[config.mk]
export PLATFORM = sky130hd
export DESIGN_NAME = text_console_cursor_control_flat
export DESIGN_NICKNAME = d
export VERILOG_FILES = /design/src/tcc_pkg.sv /design/src/tcc_char_if.sv /design/src/tcc_cmd_if.sv /design/src/text_console_cursor_control.sv /design/src/tcc_step.sv /design/src/tcc_run.sv /design/src/flat_wrapper.sv
export SDC_FILE = /design/constraint.sdc
export NUM_CORES = 1
export LEC_CHECK = 0
export ABC_AREA = 1
export BUFFER_PORTS_ARGS = -buffer_cell sky130_fd_sc_hd__buf_2
export CAP_MARGIN = 15
export CORE_ASPECT_RATIO = 0.75
export CORE_MARGIN = 10
export CORE_UTILIZATION = 54
export CTS_CLUSTER_SIZE = 8
export DETAILED_ROUTE_END_ITERATION = 6
export GPL_TIMING_DRIVEN = 0
export PLACE_DENSITY = 0.84
export RECOVER_POWER = 25
export SKIP_CTS_REPAIR_TIMING = 1
export SYNTH_ARGS = -nofsm -noshare
export SYNTH_HDL_FRONTEND = slang
export SYNTH_SLANG_ARGS = --single-unit
[constraint.sdc]
create_clock -name clk -period 12.9 [get_ports clk]
set_clock_uncertainty 0.15 [all_clocks]
set_input_delay 2.58 -clock clk [delete_from_list [all_inputs] [get_ports clk]]
set_output_delay 2.58 -clock clk [all_outputs]
set_load 0.02 [all_outputs]
[src/tcc_pkg.sv]
// ----------------------------------------------------------------------------
// tcc_pkg
// Shared constants, codes and beat types of the text console cursor control.
// ----------------------------------------------------------------------------
package tcc_pkg;

  // Field widths of the channels
  localparam int CHAR_W     = 8;
  localparam int CELL_COL_W = 7;
  localparam int CELL_ROW_W = 6;
  localparam int COLOR_W    = 32;

  // Grid geometry defaults
  localparam int DEF_COLS     = 128;
  localparam int DEF_ROWS     = 48;
  localparam int DEF_TAB_STOP = 4;

  // Configuration register indexes
  localparam int CFG_IDX_W = 1;
  localparam logic [CFG_IDX_W-1:0] CFG_TEXT_COLOR   = 1'b0;
  localparam logic [CFG_IDX_W-1:0] CFG_CURSOR_COLOR = 1'b1;
  localparam logic [COLOR_W-1:0]   COLOR_RESET      = 32'h00FF_FFFF;

  // Character codes
  localparam logic [CHAR_W-1:0] CH_BACKSPACE  = 8'd8;
  localparam logic [CHAR_W-1:0] CH_TAB        = 8'd9;
  localparam logic [CHAR_W-1:0] CH_NEWLINE    = 8'd10;
  localparam logic [CHAR_W-1:0] CH_SPACE      = 8'd32;
  localparam logic [CHAR_W-1:0] CH_UNDERSCORE = 8'd95;

  // Renderer commands
  localparam logic CMD_DRAW   = 1'b0;
  localparam logic CMD_SCROLL = 1'b1;

  // Most beats one character can cause
  localparam int MAX_BEATS = 3;
  localparam int CNT_W     = 2;

  typedef struct packed {
    logic                  command;
    logic [CHAR_W-1:0]     glyph_code;
    logic [CELL_COL_W-1:0] cell_col;
    logic [CELL_ROW_W-1:0] cell_row;
    logic [COLOR_W-1:0]    draw_color;
    logic                  last_of_run;
  } cmd_beat_t;

  typedef struct packed {
    cmd_beat_t [MAX_BEATS-1:0] beat;
    logic [CNT_W-1:0]          count;
  } run_t;

endpackage

[src/tcc_char_if.sv]
// ----------------------------------------------------------------------------
// tcc_char_if
// Character input channel: one byte per beat.
// ----------------------------------------------------------------------------
interface tcc_char_if;
  logic                        valid;
  logic                        ready;
  logic [tcc_pkg::CHAR_W-1:0]  char_code;

  modport source (output valid, output char_code, input ready);
  modport sink   (input valid, input char_code, output ready);
endinterface

[src/tcc_cmd_if.sv]
// ----------------------------------------------------------------------------
// tcc_cmd_if
// Renderer command channel: one draw or scroll command per beat.
// ----------------------------------------------------------------------------
interface tcc_cmd_if;
  logic                             valid;
  logic                             ready;
  logic                             command;
  logic [tcc_pkg::CHAR_W-1:0]       glyph_code;
  logic [tcc_pkg::CELL_COL_W-1:0]   cell_col;
  logic [tcc_pkg::CELL_ROW_W-1:0]   cell_row;
  logic [tcc_pkg::COLOR_W-1:0]      draw_color;
  logic                             last_of_run;

  modport source (output valid, output command, output glyph_code, output cell_col,
                  output cell_row, output draw_color, output last_of_run, input ready);
  modport sink   (input valid, input command, input glyph_code, input cell_col,
                  input cell_row, input draw_color, input last_of_run, output ready);
endinterface

[src/text_console_cursor_control.sv]
// ----------------------------------------------------------------------------
// text_console_cursor_control
// Keep a text cursor and turn each byte into draw and scroll commands.
// ----------------------------------------------------------------------------
//
//  channel   dir  width            beat carries
//  --------  ---  ---------------  ------------------------------------------
//  chars     in   8                one character byte
//  cmds      out  1+8+7+6+32+1     one draw or scroll command, last_of_run
//  cfg_*     in   1 index, 32 data text_color / cursor_color, write only
//
//  A byte is decoded against the cursor in the cycle it is accepted; the
//  cursor updates at once and the run of one to three commands is stored.
//  The run buffer drains one beat per cycle into the output register while
//  that register is empty or being taken by cmds.
//  A new byte is taken in the cycle the last beat of the previous run
//  moves to the output register. Stalls on cmds hold the output register
//  and back up into chars. Synchronous reset: cursor at (0, 0), colors
//  0xFFFFFF, no run pending.
//
module text_console_cursor_control #(
  parameter int COLS     = tcc_pkg::DEF_COLS,
  parameter int ROWS     = tcc_pkg::DEF_ROWS,
  parameter int TAB_STOP = tcc_pkg::DEF_TAB_STOP
) (
  input  logic                          clk,
  input  logic                          rst,
  input  logic                          cfg_we,
  input  logic [tcc_pkg::CFG_IDX_W-1:0] cfg_index,
  input  logic [tcc_pkg::COLOR_W-1:0]   cfg_data,
  tcc_char_if.sink                      chars,
  tcc_cmd_if.source                     cmds
);
  import tcc_pkg::*;

  localparam int COL_W = (COLS > 1) ? $clog2(COLS) : 1;
  localparam int ROW_W = (ROWS > 1) ? $clog2(ROWS) : 1;
  localparam int PH_W  = (TAB_STOP > 1) ? $clog2(TAB_STOP) : 1;

  // cursor state; phase tracks col modulo the tab stop
  logic [COL_W-1:0]   cursor_col, col_next;
  logic [ROW_W-1:0]   cursor_row, row_next;
  logic [PH_W-1:0]    phase, phase_next;
  logic [COLOR_W-1:0] text_color;
  logic [COLOR_W-1:0] cursor_color;

  run_t run;
  logic room;
  logic accept;

  assign chars.ready = room;
  assign accept      = chars.valid && room;

  // register writes
  always_ff @(posedge clk) begin
    if (rst) begin
      text_color   <= COLOR_RESET;
      cursor_color <= COLOR_RESET;
    end else if (cfg_we) begin
      case (cfg_index)
        CFG_TEXT_COLOR:   text_color   <= cfg_data;
        CFG_CURSOR_COLOR: cursor_color <= cfg_data;
        default: ;
      endcase
    end
  end

  // advance the cursor on every accepted byte
  always_ff @(posedge clk) begin
    if (rst) begin
      cursor_col <= '0;
      cursor_row <= '0;
      phase      <= '0;
    end else if (accept) begin
      cursor_col <= col_next;
      cursor_row <= row_next;
      phase      <= phase_next;
    end
  end

  tcc_step #(
    .COLS     (COLS),
    .ROWS     (ROWS),
    .TAB_STOP (TAB_STOP)
  ) u_step (
    .char_code    (chars.char_code),
    .col          (cursor_col),
    .row          (cursor_row),
    .phase        (phase),
    .text_color   (text_color),
    .cursor_color (cursor_color),
    .col_next     (col_next),
    .row_next     (row_next),
    .phase_next   (phase_next),
    .run          (run)
  );

  tcc_run u_run (
    .clk    (clk),
    .rst    (rst),
    .load   (accept),
    .run_in (run),
    .room   (room),
    .cmds   (cmds)
  );

endmodule

[src/tcc_step.sv]
// ----------------------------------------------------------------------------
// tcc_step
// Decode one byte against the cursor state: next cursor and the beat run.
// ----------------------------------------------------------------------------
module tcc_step #(
  parameter int COLS     = tcc_pkg::DEF_COLS,
  parameter int ROWS     = tcc_pkg::DEF_ROWS,
  parameter int TAB_STOP = tcc_pkg::DEF_TAB_STOP,
  localparam int COL_W   = (COLS > 1) ? $clog2(COLS) : 1,
  localparam int ROW_W   = (ROWS > 1) ? $clog2(ROWS) : 1,
  localparam int PH_W    = (TAB_STOP > 1) ? $clog2(TAB_STOP) : 1
) (
  input  logic [tcc_pkg::CHAR_W-1:0]  char_code,
  input  logic [COL_W-1:0]            col,
  input  logic [ROW_W-1:0]            row,
  input  logic [PH_W-1:0]             phase,
  input  logic [tcc_pkg::COLOR_W-1:0] text_color,
  input  logic [tcc_pkg::COLOR_W-1:0] cursor_color,
  output logic [COL_W-1:0]            col_next,
  output logic [ROW_W-1:0]            row_next,
  output logic [PH_W-1:0]             phase_next,
  output tcc_pkg::run_t               run
);
  import tcc_pkg::*;

  localparam int SUM_W = COL_W + 6;
  localparam logic [COL_W-1:0] LAST_COL   = COL_W'(COLS - 1);
  localparam logic [ROW_W-1:0] LAST_ROW   = ROW_W'(ROWS - 1);
  localparam logic [PH_W-1:0]  LAST_PHASE = PH_W'(TAB_STOP - 1);
  localparam logic [PH_W-1:0]  CLAMP_PH   = PH_W'((COLS - 1) % TAB_STOP);

  function automatic cmd_beat_t draw_beat(input logic [CHAR_W-1:0] glyph,
                                          input logic [COL_W-1:0] c,
                                          input logic [ROW_W-1:0] r,
                                          input logic [COLOR_W-1:0] color);
    cmd_beat_t b;
    b.command     = CMD_DRAW;
    b.glyph_code  = glyph;
    b.cell_col    = CELL_COL_W'(c);
    b.cell_row    = CELL_ROW_W'(r);
    b.draw_color  = color;
    b.last_of_run = 1'b0;
    return b;
  endfunction

  function automatic logic [PH_W-1:0] phase_inc(input logic [PH_W-1:0] p);
    return (p == LAST_PHASE) ? '0 : p + 1'b1;
  endfunction

  cmd_beat_t scroll_beat;
  assign scroll_beat = '{command: CMD_SCROLL, default: '0};

  always_comb begin
    logic [1:0]         n;
    logic [SUM_W-1:0]   stop;
    logic [COL_W-1:0]   c0;
    logic [ROW_W-1:0]   r0;
    cmd_beat_t          cursor_b;

    n          = '0;
    run        = '0;
    col_next   = col;
    row_next   = row;
    phase_next = phase;
    c0         = col;
    r0         = row;
    stop       = SUM_W'(col) + SUM_W'(TAB_STOP) - SUM_W'(phase);

    case (char_code)
      CH_NEWLINE: begin
        // erase, go to column 0 of the next row, scroll at the bottom
        run.beat[n] = draw_beat(CH_SPACE, col, row, text_color);
        n = n + 1'b1;
        col_next   = '0;
        phase_next = '0;
        if (row == LAST_ROW) begin
          run.beat[n] = scroll_beat;
          n = n + 1'b1;
        end else begin
          row_next = row + 1'b1;
        end
      end
      CH_BACKSPACE: begin
        run.beat[n] = draw_beat(CH_SPACE, col, row, text_color);
        n = n + 1'b1;
        if (col != '0) begin
          col_next   = col - 1'b1;
          phase_next = (phase == '0) ? LAST_PHASE : phase - 1'b1;
        end
      end
      CH_TAB: begin
        if (stop > SUM_W'(COLS - 1)) begin
          col_next   = LAST_COL;
          phase_next = CLAMP_PH;
        end else begin
          col_next   = COL_W'(stop);
          phase_next = '0;
        end
      end
      default: begin
        if (col == LAST_COL) begin
          c0 = '0;
          if (row == LAST_ROW) begin
            run.beat[n] = scroll_beat;
            n = n + 1'b1;
          end else begin
            r0 = row + 1'b1;
          end
          run.beat[n] = draw_beat(char_code, c0, r0, text_color);
          n = n + 1'b1;
          phase_next = phase_inc('0);
        end else begin
          run.beat[n] = draw_beat(char_code, c0, r0, text_color);
          n = n + 1'b1;
          phase_next = phase_inc(phase);
        end
        col_next = c0 + 1'b1;
        row_next = r0;
      end
    endcase

    cursor_b             = draw_beat(CH_UNDERSCORE, col_next, row_next, cursor_color);
    cursor_b.last_of_run = 1'b1;
    run.beat[n]          = cursor_b;
    run.count            = n + 1'b1;
  end

endmodule

[src/tcc_run.sv]
// ----------------------------------------------------------------------------
// tcc_run
// Run buffer and output register: drain a stored beat run one beat a cycle while cmds takes them.
// ----------------------------------------------------------------------------
module tcc_run (
  input  logic              clk,
  input  logic              rst,
  input  logic              load,
  input  tcc_pkg::run_t     run_in,
  output logic              room,
  tcc_cmd_if.source         cmds
);
  import tcc_pkg::*;

  cmd_beat_t [MAX_BEATS-1:0] beats;
  logic [CNT_W-1:0]          left;
  logic [CNT_W-1:0]          idx;
  logic                      out_valid;
  cmd_beat_t                 out_beat;
  logic                      move;

  // advance a beat into the output register when it is empty or being taken
  assign move = (left != '0) && (!out_valid || cmds.ready);
  assign room = (left == '0) || ((left == CNT_W'(1)) && move);

  always_ff @(posedge clk) begin
    if (rst) begin
      left      <= '0;
      idx       <= '0;
      out_valid <= 1'b0;
    end else begin
      if (load) begin
        left <= run_in.count;
        idx  <= '0;
      end else if (move) begin
        left <= left - 1'b1;
        idx  <= idx + 1'b1;
      end
      if (move) begin
        out_valid <= 1'b1;
      end else if (cmds.ready) begin
        out_valid <= 1'b0;
      end
    end
  end

  always_ff @(posedge clk) begin
    if (load) begin
      beats <= run_in.beat;
    end
    if (move) begin
      out_beat <= beats[idx];
    end
  end

  assign cmds.valid       = out_valid;
  assign cmds.command     = out_beat.command;
  assign cmds.glyph_code  = out_beat.glyph_code;
  assign cmds.cell_col    = out_beat.cell_col;
  assign cmds.cell_row    = out_beat.cell_row;
  assign cmds.draw_color  = out_beat.draw_color;
  assign cmds.last_of_run = out_beat.last_of_run;

endmodule
[src/flat_wrapper.sv]
// flat-port wrapper written by rule: the top's interface ports become plain ports
module text_console_cursor_control_flat import tcc_pkg::*;
#(
  parameter int COLS     = tcc_pkg::DEF_COLS,
  parameter int ROWS     = tcc_pkg::DEF_ROWS,
  parameter int TAB_STOP = tcc_pkg::DEF_TAB_STOP
)
  (clk, rst, cfg_we, cfg_index, cfg_data, chars_valid, chars_char_code, chars_ready, cmds_valid, cmds_command, cmds_glyph_code, cmds_cell_col, cmds_cell_row, cmds_draw_color, cmds_last_of_run, cmds_ready);
  tcc_char_if chars_i ();
  tcc_cmd_if cmds_i ();
  input  logic clk;
  input  logic rst;
  input  logic cfg_we;
  input  logic [tcc_pkg::CFG_IDX_W-1:0] cfg_index;
  input  logic [tcc_pkg::COLOR_W-1:0] cfg_data;
  input wire logic [$bits(chars_i.valid)-1:0] chars_valid;
  input wire logic [$bits(chars_i.char_code)-1:0] chars_char_code;
  output wire logic [$bits(chars_i.ready)-1:0] chars_ready;
  output wire logic [$bits(cmds_i.valid)-1:0] cmds_valid;
  output wire logic [$bits(cmds_i.command)-1:0] cmds_command;
  output wire logic [$bits(cmds_i.glyph_code)-1:0] cmds_glyph_code;
  output wire logic [$bits(cmds_i.cell_col)-1:0] cmds_cell_col;
  output wire logic [$bits(cmds_i.cell_row)-1:0] cmds_cell_row;
  output wire logic [$bits(cmds_i.draw_color)-1:0] cmds_draw_color;
  output wire logic [$bits(cmds_i.last_of_run)-1:0] cmds_last_of_run;
  input wire logic [$bits(cmds_i.ready)-1:0] cmds_ready;
  assign chars_i.valid = chars_valid;
  assign chars_i.char_code = chars_char_code;
  assign chars_ready = chars_i.ready;
  assign cmds_valid = cmds_i.valid;
  assign cmds_command = cmds_i.command;
  assign cmds_glyph_code = cmds_i.glyph_code;
  assign cmds_cell_col = cmds_i.cell_col;
  assign cmds_cell_row = cmds_i.cell_row;
  assign cmds_draw_color = cmds_i.draw_color;
  assign cmds_last_of_run = cmds_i.last_of_run;
  assign cmds_i.ready = cmds_ready;
  text_console_cursor_control #(.COLS(COLS), .ROWS(ROWS), .TAB_STOP(TAB_STOP)) u_core (.clk(clk), .rst(rst), .cfg_we(cfg_we), .cfg_index(cfg_index), .cfg_data(cfg_data), .chars(chars_i), .cmds(cmds_i));
endmodule
==> flow_metrics.tcl <==
set metrics [dict create \
    status "complete, but fails checks" \
    failed_checks "max-capacitance violations, max-slew violations" \
    area_growth_pct 17.4 \
    die_y_um 155 \
    insertion_delay_ns 0.53 \
    worstRegToRegCells 9 \
    drv_slew 52 \
    critPathLaunch "cmds_ready" \
    die_area_um2 31100 \
    fin_total_pwr_mw 3.17 \
    ys_seq_area_frac 0.610 \
    ys_warn_count 0 \
    top_layer_used "met4" \
    period_needed_ns 5.86 \
    wl_met3_mm 4.25 \
    htree_num_levels 2 \
    setup-violations-final 0 \
    synth_area_leader_cell "edfxtp_1" \
    dp_worst_setup_slack_ns 6.89 \
    power_per_cell_area_nw_per_um2 205 \
    tns_ns 0 \
    core_region_area_um2 24000 \
    async_reset_ff_frac 0 \
    required_ns 10.17 \
    setup_ws_ns 7.04 \
    routed_wirelength_mm 34.3 \
    synthTopCellsByCount "nand2_1 (272), edfxtp_1 (211), inv_1 (168)" \
    synth_area_leaders "edfxtp_1 (48%), dfxtp_1 (13%), nand2_1 (7.8%)" \
    fmax_ghz 0.171 \
    rows 49 \
    gp_congestion 0.957 \
    synth-edff-count 211 \
    drtIter0Drc 1503 \
    clock-sinks 295 \
    synth_most_common_cell "nand2_1" \
    synth_nets 1427 \
    crit_end "chars_ready" \
    leakagePower_nw 6.37 \
    end_kind "output pin" \
    ant_nets 0 \
    peakVddDrop_v 0.0000986 \
    synth_top_cell_area_share 0.482 \
    worst-path-max-fanout 3 \
    dpl_cell_area_um2 14300 \
    maxCapViolCount 2 \
    rsz0062_at_grt "false" \
    vias_per_cell 5.59 \
    path_clk_slew_ns 0.05 \
    synth.cell_area_um2 13100 \
    grt_usage 0.215 \
    grt_pass1_wl_mm 53.7 \
    synthCells 1361 \
    reg2reg_slack_ns 8.69 \
    grt_start_max_net_pins 35 \
    crit_type "input pin to output pin" \
    syn_avg_cell_area_um2 9.66 \
    met2_length_mm 15.6 \
    grt_pass1_vias 10000 \
    numCtsBuffers 42 \
    cts_tree "done" \
    root_buffer "clkbuf_16" \
    worstPathArrival_ns 3.13 \
    r2r-start "u_core.u_run.left[0]" \
    max_slew_margin -0.407 \
    num_io_pins 103 \
    layout.nets 1581 \
    antenna_found_initial 2 \
    clk_path_buf_depth 3 \
    start_kind "input pin" \
    worst_r2r_endpoint "u_core.cursor_col[3]" \
    hp-start "u_core.text_color[30]" \
    dp_hpwl_mm 23.3 \
    worstMarginPinSlew_ns 2.09 \
    drt-pass1-iter-count 6 \
    vias 10500 \
    remaining_drc_errors 0 \
    die_w_um 200 \
    wirelength_met1_mm 13.6 \
    io_buffers 102 \
    grt_overflow 0 \
    period_share 0.454 \
    initial_core_util 0.549 \
    wire_per_inst_um 18.2 \
    drive_above_1_share 0.123 \
    holdCritPathClass "flip-flop to flip-flop" \
    synth-main-ff-cell "edfxtp_1" \
    hold_viol_final 0 \
    fin_area_um2 15400 \
    synth-seq-cells 295 \
    ys_types 35 \
]
cells in the final DEF, fill, tap and decap left out, drive strengths merged, types with 2 or more instances in the layout:
cell type	synthesis	layout
nor2	127	127
xor2	8	8
dfxtp	84	84
nor3	5	5
a21oi	36	36
inv	171	173
edfxtp	211	211
clkbuf	55	137
buf	16	119
clkinv	3	3
o22ai	67	67
o21ai	176	176
ha	19	19
or2	2	2
o211ai	51	51
nand4	3	3
nand3	44	44
nand2	280	280
how the worst min path moves through the flow:
stage                       endpoint  cells after the start
4_1_cts        u_core.text_color[26]                      2
2_1_floorplan  u_core.text_color[26]                      2
6_report       u_core.text_color[30]                      2
5_1_grt        u_core.text_color[24]                      2
3_3_place_gp   u_core.text_color[30]                      2
3_5_place_dp   u_core.text_color[27]                      2
routing by layer:
layer | up-vias | track usage
met5 | - | 0
met4 | 0 | 0.0729
met3 | 80 | 0.0523
met2 | 628 | 0.338
met1 | 4843 | 0.286
li1 | 4951 | -
area by class of cell:
type                    instances  area, um2
diodes                          1       2.50
plain buffers                  71        338
clock buffers                  75       1200
clock inverters                 2       28.8
fillers                      1823       8540
inverters                     174        657
multi-input cells             821       4140
flip-flops and latches        295       8020
well taps                     331        414
repair buffers                110        642
where the power goes:
group	switching [mW]	internal, mW	total (mW)
Clock	0.392	0.624	1.02
Sequential	0.0665	1.35	1.41
Combinational	0.537	0.203	0.740
Total	0.995	2.17	3.17
registers in the layout, summed over array words and instances (netlist names):
register,flops
u_core.cursor_row,6
u_core.u_run.left,2
u_core.cursor_col,7
u_core.u_run.cmds.command,1
u_core.u_run.cmds.draw_color,32
u_core.phase,2
u_core.u_run.cmds.valid,1
u_core.u_run.cmds.glyph_code,8
u_core.cursor_color,32
u_core.u_run.cmds.cell_row,6
u_core.text_color,32
u_core.u_run.cmds.last_of_run,1
u_core.u_run.cmds.cell_col,7
u_core.u_run.beats,156
u_core.u_run.idx,2
critical path: stages:
cell,delay (ns)
buf_2,0.10
inv_1,0.05
nand2_1,0.08
nand2_1,0.09
nand2_1,0.07
buf_2,0.16
per-stage QoR:
stage	hold WS [ns]	util	cells
after floorplan	0.301	-	1361
after global placement	0.319	0.587	1794
after detailed placement	0.329	0.596	1802
after CTS	0.343	0.647	1879
after global routing	0.368	0.644	1879
final	0.345	0.644	1880
kinds of logic (layout without fill, tap and decap cells):
family / Yosys count / after routing / share of synthesized area
AND/OR/NAND/NOR: 462 / 462 / 0.147
AO/OA/AOI/OAI: 331 / 331 / 0.142
flip-flops: 295 / 295 / 0.610
buffers and inverters: 245 / 432 / 0.0757
adder cells (fa/ha/maj): 20 / 20 / 0.0196
XOR/XNOR: 8 / 8 / 0.00533
other: 0 / 1 / 0
Note: power is estimated with default switching activity, not from simulation.
